`src/design/mrtu_pkg.sv`:
```
// Shared types, constants and the CRC-16/Modbus byte fold for the
// Modbus RTU request receiver. No dependencies.
package mrtu_pkg;

    localparam int BYTE_W = 8;
    localparam int POS_W  = 9;
    localparam int CRC_W  = 16;

    // Function code ranges that the receiver accepts
    localparam logic [BYTE_W-1:0] FC_LOW_FIRST   = 8'h01;
    localparam logic [BYTE_W-1:0] FC_LOW_LAST    = 8'h06;
    localparam logic [BYTE_W-1:0] FC_MULTI_COILS = 8'h0F;
    localparam logic [BYTE_W-1:0] FC_MULTI_REGS  = 8'h10;

    // Bytes still expected once the function code is known
    localparam logic [POS_W-1:0] FIXED_TAIL_LEN  = 9'd6;
    localparam logic [POS_W-1:0] MULTI_HEAD_LEN  = 9'd5;
    localparam logic [POS_W-1:0] CRC_BYTES       = 9'd2;
    // Shortest complete frame (fixed-length request)
    localparam logic [POS_W-1:0] MIN_FRAME_LEN   = 9'd8;

    localparam logic [CRC_W-1:0] CRC_POLY = 16'hA001;
    localparam logic [CRC_W-1:0] CRC_INIT = 16'hFFFF;

    localparam logic [BYTE_W-1:0] SLAVE_ADDR_RST = 8'h01;

    // Status reported with each result
    typedef enum logic [1:0] {
        ST_BUSY    = 2'd0,
        ST_GOOD    = 2'd1,
        ST_BAD_CRC = 2'd2,
        ST_ILLEGAL = 2'd3
    } frame_status_t;

    typedef struct packed {
        logic [BYTE_W-1:0] data_byte;
        logic [POS_W-1:0]  byte_position;
        frame_status_t     frame_status;
        logic [BYTE_W-1:0] function_code;
        logic [POS_W-1:0]  frame_length;
    } result_t;

    // Fold one byte into a reflected CRC-16 (poly 0xA001)
    function automatic logic [CRC_W-1:0] crc16_fold(
        input logic [CRC_W-1:0]  crc,
        input logic [BYTE_W-1:0] b
    );
        logic [CRC_W-1:0] c;
        c = crc ^ {{(CRC_W-BYTE_W){1'b0}}, b};
        for (int i = 0; i < BYTE_W; i++)
        begin
            if (c[0])
            begin
                c = (c >> 1) ^ CRC_POLY;
            end
            else
            begin
                c = c >> 1;
            end
        end
        return c;
    endfunction

endpackage

```
`src/design/modbus_rtu_request_receiver_core.sv`:
```
// Modbus RTU request receiver: one received byte in, one result out per byte,
// with frame tracking and CRC-16/Modbus check. The receiver takes one byte
// transaction every clock cycle while the result side keeps up; a byte accepted
// into the input register moves on to the result register, and its result is
// valid from then on. A stalled result side holds the input once both registers
// are full. The CRC is updated with a byte-wide XOR network in the parser as
// each byte moves between those registers. Every byte yields exactly one result.
// The slave address register resets to 1 and is written through cfg_wr_en.
// Depends on mrtu_pkg, mrtu_in_reg, mrtu_parser, mrtu_out_reg.
module modbus_rtu_request_receiver_core (
    input  logic       clk,
    input  logic       rst_n,
    input  logic       cfg_wr_en,
    input  logic [7:0] cfg_wr_data,
    input  logic       in_valid,
    output logic       in_ready,
    input  logic [7:0] rx_byte,
    output logic       out_valid,
    input  logic       out_ready,
    output logic [7:0] data_byte,
    output logic [8:0] byte_position,
    output logic [1:0] frame_status,
    output logic [7:0] function_code,
    output logic [8:0] frame_length
);

    logic              q_valid;
    logic [7:0]        q_byte;
    logic              can_load;
    logic              take;
    mrtu_pkg::result_t res_comb;
    mrtu_pkg::result_t res_out;

    // Byte moves into the result register when there is room
    assign take = q_valid && can_load;

    mrtu_in_reg u_in_reg (
        .clk      (clk),
        .rst_n    (rst_n),
        .in_valid (in_valid),
        .in_ready (in_ready),
        .rx_byte  (rx_byte),
        .take     (take),
        .q_valid  (q_valid),
        .q_byte   (q_byte)
    );

    mrtu_parser u_parser (
        .clk         (clk),
        .rst_n       (rst_n),
        .cfg_wr_en   (cfg_wr_en),
        .cfg_wr_data (cfg_wr_data),
        .step        (take),
        .in_byte     (q_byte),
        .res         (res_comb)
    );

    mrtu_out_reg u_out_reg (
        .clk       (clk),
        .rst_n     (rst_n),
        .load      (take),
        .res_in    (res_comb),
        .can_load  (can_load),
        .out_valid (out_valid),
        .out_ready (out_ready),
        .res_out   (res_out)
    );

    assign data_byte     = res_out.data_byte;
    assign byte_position = res_out.byte_position;
    assign frame_status  = res_out.frame_status;
    assign function_code = res_out.function_code;
    assign frame_length  = res_out.frame_length;

`ifndef SYNTHESIS
    // A dropped byte carries no frame information
    a_drop_clean: assert property (@(posedge clk) disable iff (!rst_n)
        out_valid && byte_position == 9'd0 |->
            frame_status == mrtu_pkg::ST_BUSY && function_code == 8'd0)
        else $error("dropped byte reports frame data");

    // Illegal function is only reported on the function code byte
    a_illegal_pos: assert property (@(posedge clk) disable iff (!rst_n)
        out_valid && frame_status == mrtu_pkg::ST_ILLEGAL |-> byte_position == 9'd2)
        else $error("illegal function away from byte 2");

    // Frame length only with a CRC verdict, and then equal to the position
    a_len_only_end: assert property (@(posedge clk) disable iff (!rst_n)
        out_valid && frame_length != 9'd0 |->
            (frame_status == mrtu_pkg::ST_GOOD || frame_status == mrtu_pkg::ST_BAD_CRC)
            && frame_length == byte_position)
        else $error("frame length outside frame end");

    // A completed frame is never shorter than a fixed-length request
    a_min_len: assert property (@(posedge clk) disable iff (!rst_n)
        out_valid && (frame_status == mrtu_pkg::ST_GOOD ||
                      frame_status == mrtu_pkg::ST_BAD_CRC) |->
            frame_length >= mrtu_pkg::MIN_FRAME_LEN)
        else $error("frame shorter than minimum");

    // Stalled output keeps the input register from being overwritten
    a_no_overrun: assert property (@(posedge clk) disable iff (!rst_n)
        q_valid && !can_load |-> !in_ready)
        else $error("input register accepts while full and blocked");
`endif

endmodule

```
`src/design/mrtu_in_reg.sv`:
```
// Input register for the receiver: holds one byte transaction.
// Uses mrtu_pkg for widths.
module mrtu_in_reg (
    input  logic                       clk,
    input  logic                       rst_n,
    input  logic                       in_valid,
    output logic                       in_ready,
    input  logic [mrtu_pkg::BYTE_W-1:0] rx_byte,
    input  logic                       take,
    output logic                       q_valid,
    output logic [mrtu_pkg::BYTE_W-1:0] q_byte
);

    logic                        valid_reg;
    logic                        valid_next;
    logic [mrtu_pkg::BYTE_W-1:0] byte_reg;

    // Free when empty or when the held byte moves on this cycle
    assign in_ready   = !valid_reg || take;
    assign valid_next = (in_valid && in_ready) ? 1'b1 : (take ? 1'b0 : valid_reg);

    always_ff @(posedge clk or negedge rst_n)
    begin
        if (!rst_n)
        begin
            valid_reg <= 1'b0;
        end
        else
        begin
            valid_reg <= valid_next;
        end
    end

    // Payload, no reset
    always_ff @(posedge clk)
    begin
        if (in_valid && in_ready)
        begin
            byte_reg <= rx_byte;
        end
    end

    assign q_valid = valid_reg;
    assign q_byte  = byte_reg;

endmodule

```
`src/design/mrtu_parser.sv`:
```
// Frame tracking, running CRC and result formation for one byte per cycle while step is high.
// Uses mrtu_pkg for types, constants and crc16_fold.
module mrtu_parser (
    input  logic                        clk,
    input  logic                        rst_n,
    input  logic                        cfg_wr_en,
    input  logic [mrtu_pkg::BYTE_W-1:0] cfg_wr_data,
    input  logic                        step,
    input  logic [mrtu_pkg::BYTE_W-1:0] in_byte,
    output mrtu_pkg::result_t           res
);

    logic [mrtu_pkg::POS_W-1:0]  taken_reg,  taken_next;
    logic [mrtu_pkg::POS_W-1:0]  remain_reg, remain_next;
    logic                        await_reg,  await_next;
    logic [mrtu_pkg::CRC_W-1:0]  crc_reg,    crc_next;
    logic [mrtu_pkg::BYTE_W-1:0] tail0_reg,  tail0_next;
    logic [mrtu_pkg::BYTE_W-1:0] tail1_reg,  tail1_next;
    logic [mrtu_pkg::BYTE_W-1:0] held_fn_reg, held_fn_next;
    logic [mrtu_pkg::BYTE_W-1:0] slave_addr_reg;

    logic [mrtu_pkg::POS_W-1:0]  taken_inc;
    logic [mrtu_pkg::POS_W-1:0]  remain_dec;
    logic [mrtu_pkg::CRC_W-1:0]  crc_folded;
    logic                        crc_ok;

    assign taken_inc  = taken_reg + 9'd1;
    assign remain_dec = (remain_reg == '0) ? '0 : remain_reg - 9'd1;
    // Byte leaving the two-byte hold goes into the CRC
    assign crc_folded = (taken_reg >= 9'd2) ? mrtu_pkg::crc16_fold(crc_reg, tail0_reg)
                                            : crc_reg;
    assign crc_ok     = (tail1_reg == crc_folded[7:0]) && (in_byte == crc_folded[15:8]);

    // Next frame state and result for the byte in the input register
    always_comb
    begin
        taken_next   = taken_reg;
        remain_next  = remain_reg;
        await_next   = await_reg;
        crc_next     = crc_reg;
        tail0_next   = tail0_reg;
        tail1_next   = tail1_reg;
        held_fn_next = held_fn_reg;

        res.data_byte     = in_byte;
        res.byte_position = '0;
        res.frame_status  = mrtu_pkg::ST_BUSY;
        res.function_code = '0;
        res.frame_length  = '0;

        if (taken_reg == '0)
        begin
            // Address byte: keep it only on a match
            if (in_byte == slave_addr_reg)
            begin
                taken_next        = 9'd1;
                tail0_next        = '0;
                tail1_next        = in_byte;
                res.byte_position = 9'd1;
            end
        end
        else
        begin
            crc_next          = crc_folded;
            tail0_next        = tail1_reg;
            tail1_next        = in_byte;
            taken_next        = taken_inc;
            res.byte_position = taken_inc;

            if (taken_inc == 9'd2)
            begin
                // Function code
                res.function_code = in_byte;
                if (in_byte >= mrtu_pkg::FC_LOW_FIRST && in_byte <= mrtu_pkg::FC_LOW_LAST)
                begin
                    held_fn_next = in_byte;
                    remain_next  = mrtu_pkg::FIXED_TAIL_LEN;
                    await_next   = 1'b0;
                end
                else if (in_byte == mrtu_pkg::FC_MULTI_COILS ||
                         in_byte == mrtu_pkg::FC_MULTI_REGS)
                begin
                    held_fn_next = in_byte;
                    remain_next  = mrtu_pkg::MULTI_HEAD_LEN;
                    await_next   = 1'b1;
                end
                else
                begin
                    res.frame_status = mrtu_pkg::ST_ILLEGAL;
                    taken_next   = '0;
                    remain_next  = '0;
                    await_next   = 1'b0;
                    crc_next     = mrtu_pkg::CRC_INIT;
                    tail0_next   = '0;
                    tail1_next   = '0;
                    held_fn_next = '0;
                end
            end
            else
            begin
                res.function_code = held_fn_reg;
                remain_next       = remain_dec;
                if (remain_dec == '0)
                begin
                    if (await_reg)
                    begin
                        // Byte count: data bytes plus the CRC pair
                        remain_next = {1'b0, in_byte} + mrtu_pkg::CRC_BYTES;
                        await_next  = 1'b0;
                    end
                    else
                    begin
                        // Frame end
                        res.frame_status = crc_ok ? mrtu_pkg::ST_GOOD : mrtu_pkg::ST_BAD_CRC;
                        res.frame_length = taken_inc;
                        taken_next   = '0;
                        remain_next  = '0;
                        await_next   = 1'b0;
                        crc_next     = mrtu_pkg::CRC_INIT;
                        tail0_next   = '0;
                        tail1_next   = '0;
                        held_fn_next = '0;
                    end
                end
            end
        end
    end

    // Frame state registers
    always_ff @(posedge clk or negedge rst_n)
    begin
        if (!rst_n)
        begin
            taken_reg   <= '0;
            remain_reg  <= '0;
            await_reg   <= 1'b0;
            crc_reg     <= mrtu_pkg::CRC_INIT;
            tail0_reg   <= '0;
            tail1_reg   <= '0;
            held_fn_reg <= '0;
        end
        else if (step)
        begin
            taken_reg   <= taken_next;
            remain_reg  <= remain_next;
            await_reg   <= await_next;
            crc_reg     <= crc_next;
            tail0_reg   <= tail0_next;
            tail1_reg   <= tail1_next;
            held_fn_reg <= held_fn_next;
        end
    end

    // Slave address register
    always_ff @(posedge clk or negedge rst_n)
    begin
        if (!rst_n)
        begin
            slave_addr_reg <= mrtu_pkg::SLAVE_ADDR_RST;
        end
        else if (cfg_wr_en)
        begin
            slave_addr_reg <= cfg_wr_data;
        end
    end

endmodule

```
`src/design/mrtu_out_reg.sv`:
```
// Result register: holds one result transaction until taken downstream.
// Uses mrtu_pkg::result_t.
module mrtu_out_reg (
    input  logic              clk,
    input  logic              rst_n,
    input  logic              load,
    input  mrtu_pkg::result_t res_in,
    output logic              can_load,
    output logic              out_valid,
    input  logic              out_ready,
    output mrtu_pkg::result_t res_out
);

    logic              valid_reg;
    logic              valid_next;
    mrtu_pkg::result_t res_reg;

    assign can_load   = !valid_reg || out_ready;
    assign valid_next = load ? 1'b1 : (out_ready ? 1'b0 : valid_reg);

    always_ff @(posedge clk or negedge rst_n)
    begin
        if (!rst_n)
        begin
            valid_reg <= 1'b0;
        end
        else
        begin
            valid_reg <= valid_next;
        end
    end

    always_ff @(posedge clk)
    begin
        if (load)
        begin
            res_reg <= res_in;
        end
    end

    assign out_valid = valid_reg;
    assign res_out   = res_reg;

endmodule
```
`config.mk`:
```
export PLATFORM = sky130hd
export DESIGN_NAME = modbus_rtu_request_receiver_core
export DESIGN_NICKNAME = d
export VERILOG_FILES = /design/src/design/mrtu_pkg.sv /design/src/design/modbus_rtu_request_receiver_core.sv /design/src/design/mrtu_in_reg.sv /design/src/design/mrtu_parser.sv /design/src/design/mrtu_out_reg.sv
export SDC_FILE = /design/constraint.sdc
export NUM_CORES = 1
export LEC_CHECK = 0
export ABC_CLOCK_PERIOD_IN_PS = 4300
export BUFFER_PORTS_ARGS = -buffer_cell sky130_fd_sc_hd__buf_2
export CAP_MARGIN = 20
export CORE_MARGIN = 1
export CORE_UTILIZATION = 35
export DETAILED_ROUTE_END_ITERATION = 16
export GPL_TIMING_DRIVEN = 0
export HOLD_SLACK_MARGIN = 0.12
export SYNTH_ARGS = -nofsm -noshare
export SYNTH_HDL_FRONTEND = slang
export SYNTH_SLANG_ARGS = --single-unit
```
`constraint.sdc`:
```
create_clock -name clk -period 4.3 [get_ports clk]
set_clock_uncertainty 0.05 [all_clocks]
set_input_delay 0.43 -clock clk [delete_from_list [all_inputs] [get_ports clk]]
set_output_delay 0.43 -clock clk [all_outputs]
set_load 0.05 [all_outputs]
```
==> flow_summary.toml <==
[synthesis]
async_flop_share_pct = 61.1
synth_nets = 532
yosysWarningCount = 0
synth-seq-area-share_pct = 52.8
netlist_area_sq_um = 5810
synth.avg_cell_area_sq_um = 11.5
synth_edf_count = 44
synth_seq_cells = 113
synth_cells = 505
ys.flop_type = "dfrtp_1"
synth_cell_types = 71

[route]
final_antenna_net_count = 0
detail_route.wl_per_cell_microns = 17.5
via_count = 4354
drtPass1Iterations = 5
dr.first_iter.drc_count = 382
drc_errors = 0
vias_per_cell = 5.34
wl_microns = 14200

[cells_and_area]
diodes = 0
multiInputGateArea_sq_um = 2530
drive_above_1_share_pct = 24.2
layout.nets = 613
regArea_sq_um = 3070
synthToLayoutAreaGrowth_pct = 21.7
largest_reg_flops = 36
fin_area_sq_um = 7080
nFillCells = 1531

[critical_path]
reg2reg_slack_ps = 1020
r2r_end = "u_parser.tail1_reg[3]"
rr_worst_depth = 10
endpoint = "u_parser.tail1_reg[3]"
cp-end-kind = "flop"
crit_type = "flop to flop"
cp.arrival_ps = 3540
worst_setup_path_start_kind = "flop"
r2r-start = "u_parser.remain_reg[0]"
cp_max_fo = 8
crit_required_ps = 4550
critPathLaunch = "u_parser.remain_reg[0]"

[die]
dieArea_sq_um = 17100
initial_core_util_pct = 36.2
fp.dieH_microns = 131
row_count = 46
num_io_pins = 59
die_x_microns = 131
core_area_sq_um = 16100

[job]
max_cap_viol_count = 0

[clock_network]
clk_latency_ps = 430
cts_made_buffers = 17
htreeDepth = 4
cts_tree = "built"
clk_path_buf_depth = 2
cts_root_buf = "clkbuf_16"
cts.clk_slew.worst_paths_ps = 50
cts.sinks = 113
post_cts_resized = 0

[timing]
period_share_pct = 76.3
finalMaxSlewViolations = 0
worst_pin_slew_ps = 780
fin_tns_setup_ps = 0
holdWs_ps = 132
fin_ws_ps = 1020
finalHoldViolCount = 0
fmax_mhz = 305
finalCriticalPeriod_ps = 3280
max_slew_margin_pct = 48.0
final-setup-viol-count = 0
rsz0062_at_grt = "no"

[global_route]
grt_use_total_pct = 18.5
grt_max_degree = 70
antenna_found_initial = 0
first_global_vias = 4397
grt.overflow.total = 0
gr-usage-met3_pct = 5.01
use_met2_pct = 28.9
grt_busiest_layer = "met2"
grt_pass1_wl_microns = 23500
grt_util_met1_pct = 24.0

[place]
place_hpwl_microns = 10100
placed_area_sq_um = 6430
port_buffers = 57
pre_cts_slack_ps = 1050
gp_congestion = 0.882

[min_path]
holdCritPathClass = "input port to flop"

[power]
cellPowerDensity_nw_per_um2 = 826
peakVddDrop_mv = 0.357
p_leak_nw = 2.90

[status]
outcome = "finished, final reports clean"
-- metrics by stage --
| step | power [W] | cells | util (%) |
|---|---|---|---|
| CTS | 0.00586 | 815 | 44.1 |
| global placement | 0.00430 | 778 | 39.7 |
| global route | 0.00620 | 815 | 44.1 |
| detailed placement | 0.00436 | 780 | 40.0 |
| finish | 0.00584 | 815 | 44.1 |
| floorplan | 0.00371 | 505 | - |
-- cell usage after synthesis (all sizes together), types with 7 or more instances --
library cell	number	area, sq um
nor4	7	50.1
mux2	8	90.1
dfstp	17	447
o21ai	18	90.1
o22a	13	125
and2	12	76.3
dfrtp	52	1300
inv	16	60.1
a22o	25	219
xnor2	29	254
buf	11	87.6
mux2i	9	90.1
nor3	15	75.1
nand3	18	90.1
nor2	23	86.3
clkbuf	19	71.3
edfxtp	44	1320
and3	11	72.6
xor2	26	228
a21oi	20	100
nand2	36	138
-- metal layers --
| layer | vias up | share of wire [%] |
|---|---|---|
| met1 | 2132 | 46 |
| li1 | 2033 | - |
| met3 | 27 | 5.9 |
| met5 | - | 0 |
| met2 | 162 | 46 |
| met4 | 0 | 2.1 |
-- worst max-delay path, cell delays in order, from the launching register on --
cell and delay [ps]:
dfrtp_1 440, inv_1 130, ha_1 280, or4b_4 530
o211a_4 270, a2111oi_4 450, and2_2 220, buf_6 120
a21o_4 150, a21oi_1 240, a22o_1 270
-- placed cells by master, fill, tap and decap left out, types with 9 or more instances in the layout --
cell	netlist	routed
mux2i_1	9	9
dfstp_2	17	17
a21oi_1	20	20
inv_1	16	16
dfrtp_1	52	52
a22o_1	25	25
clkbuf_16	0	19
nand3_1	18	18
nor2_1	23	23
o22a_2	9	9
nand2_1	35	35
o21ai_0	17	17
xor2_1	26	26
xnor2_1	29	29
edfxtp_1	44	44
buf_2	4	60
clkbuf_1	19	23
nor3_1	15	15
and2_1	11	11
-- power by group --
| group | total, W | leakage [nW] | internal (W) | switching, W |
|---|---|---|---|---|
| Combinational | 0.00273 | 1.31 | 0.00109 | 0.00164 |
| Clock | 0.00147 | 0.297 | 0.000976 | 0.000494 |
| Sequential | 0.00165 | 1.29 | 0.00143 | 0.000214 |
-- final cells by class --
type	count	share of cell area, %
plain buffers	30	2.25
clock buffers	23	6.93
clock inverters	9	1.82
inverters	16	0.849
multi-input cells	346	35.7
flip-flops and latches	113	43.4
well taps	216	3.82
repair buffers	62	5.27
-- cell families (layout without fill, tap and decap cells) --
family | count (synthesis) | count (layout) | share of synthesized area (%)
mux | 17 | 17 | 3.10
xor+xnor | 58 | 58 | 9.47
compound gates | 117 | 117 | 16.1
buf+inv | 46 | 140 | 3.77
simple gates | 148 | 148 | 13.5
flops | 113 | 113 | 52.8
fa+ha+maj | 6 | 6 | 1.29
-- repair_timing --
item,CTS,global route
setup buffers,0,0
hold endpoints to repair,54,0
hold buffers,3,0
setup endpoints to repair,0,0
-- worst min path at each step --
stage / startpoint / endpoint / slack (ps) / cells past startpoint
6_report: rx_byte[6] / u_in_reg.q_byte[6] / 130 / 1
5_1_grt: rx_byte[0] / u_in_reg.q_byte[0] / 120 / 1
4_1_cts: rx_byte[6] / u_in_reg.q_byte[6] / 120 / 1
3_5_place_dp: u_in_reg.q_byte[5] / u_out_reg.res_out[33] / 390 / 0
3_3_place_gp: u_in_reg.q_byte[0] / u_out_reg.res_out[28] / 380 / 0
2_1_floorplan: rst_n / u_in_reg.q_valid / 80 / 0
No activity file was read; power rests on OpenSTA's default activity.
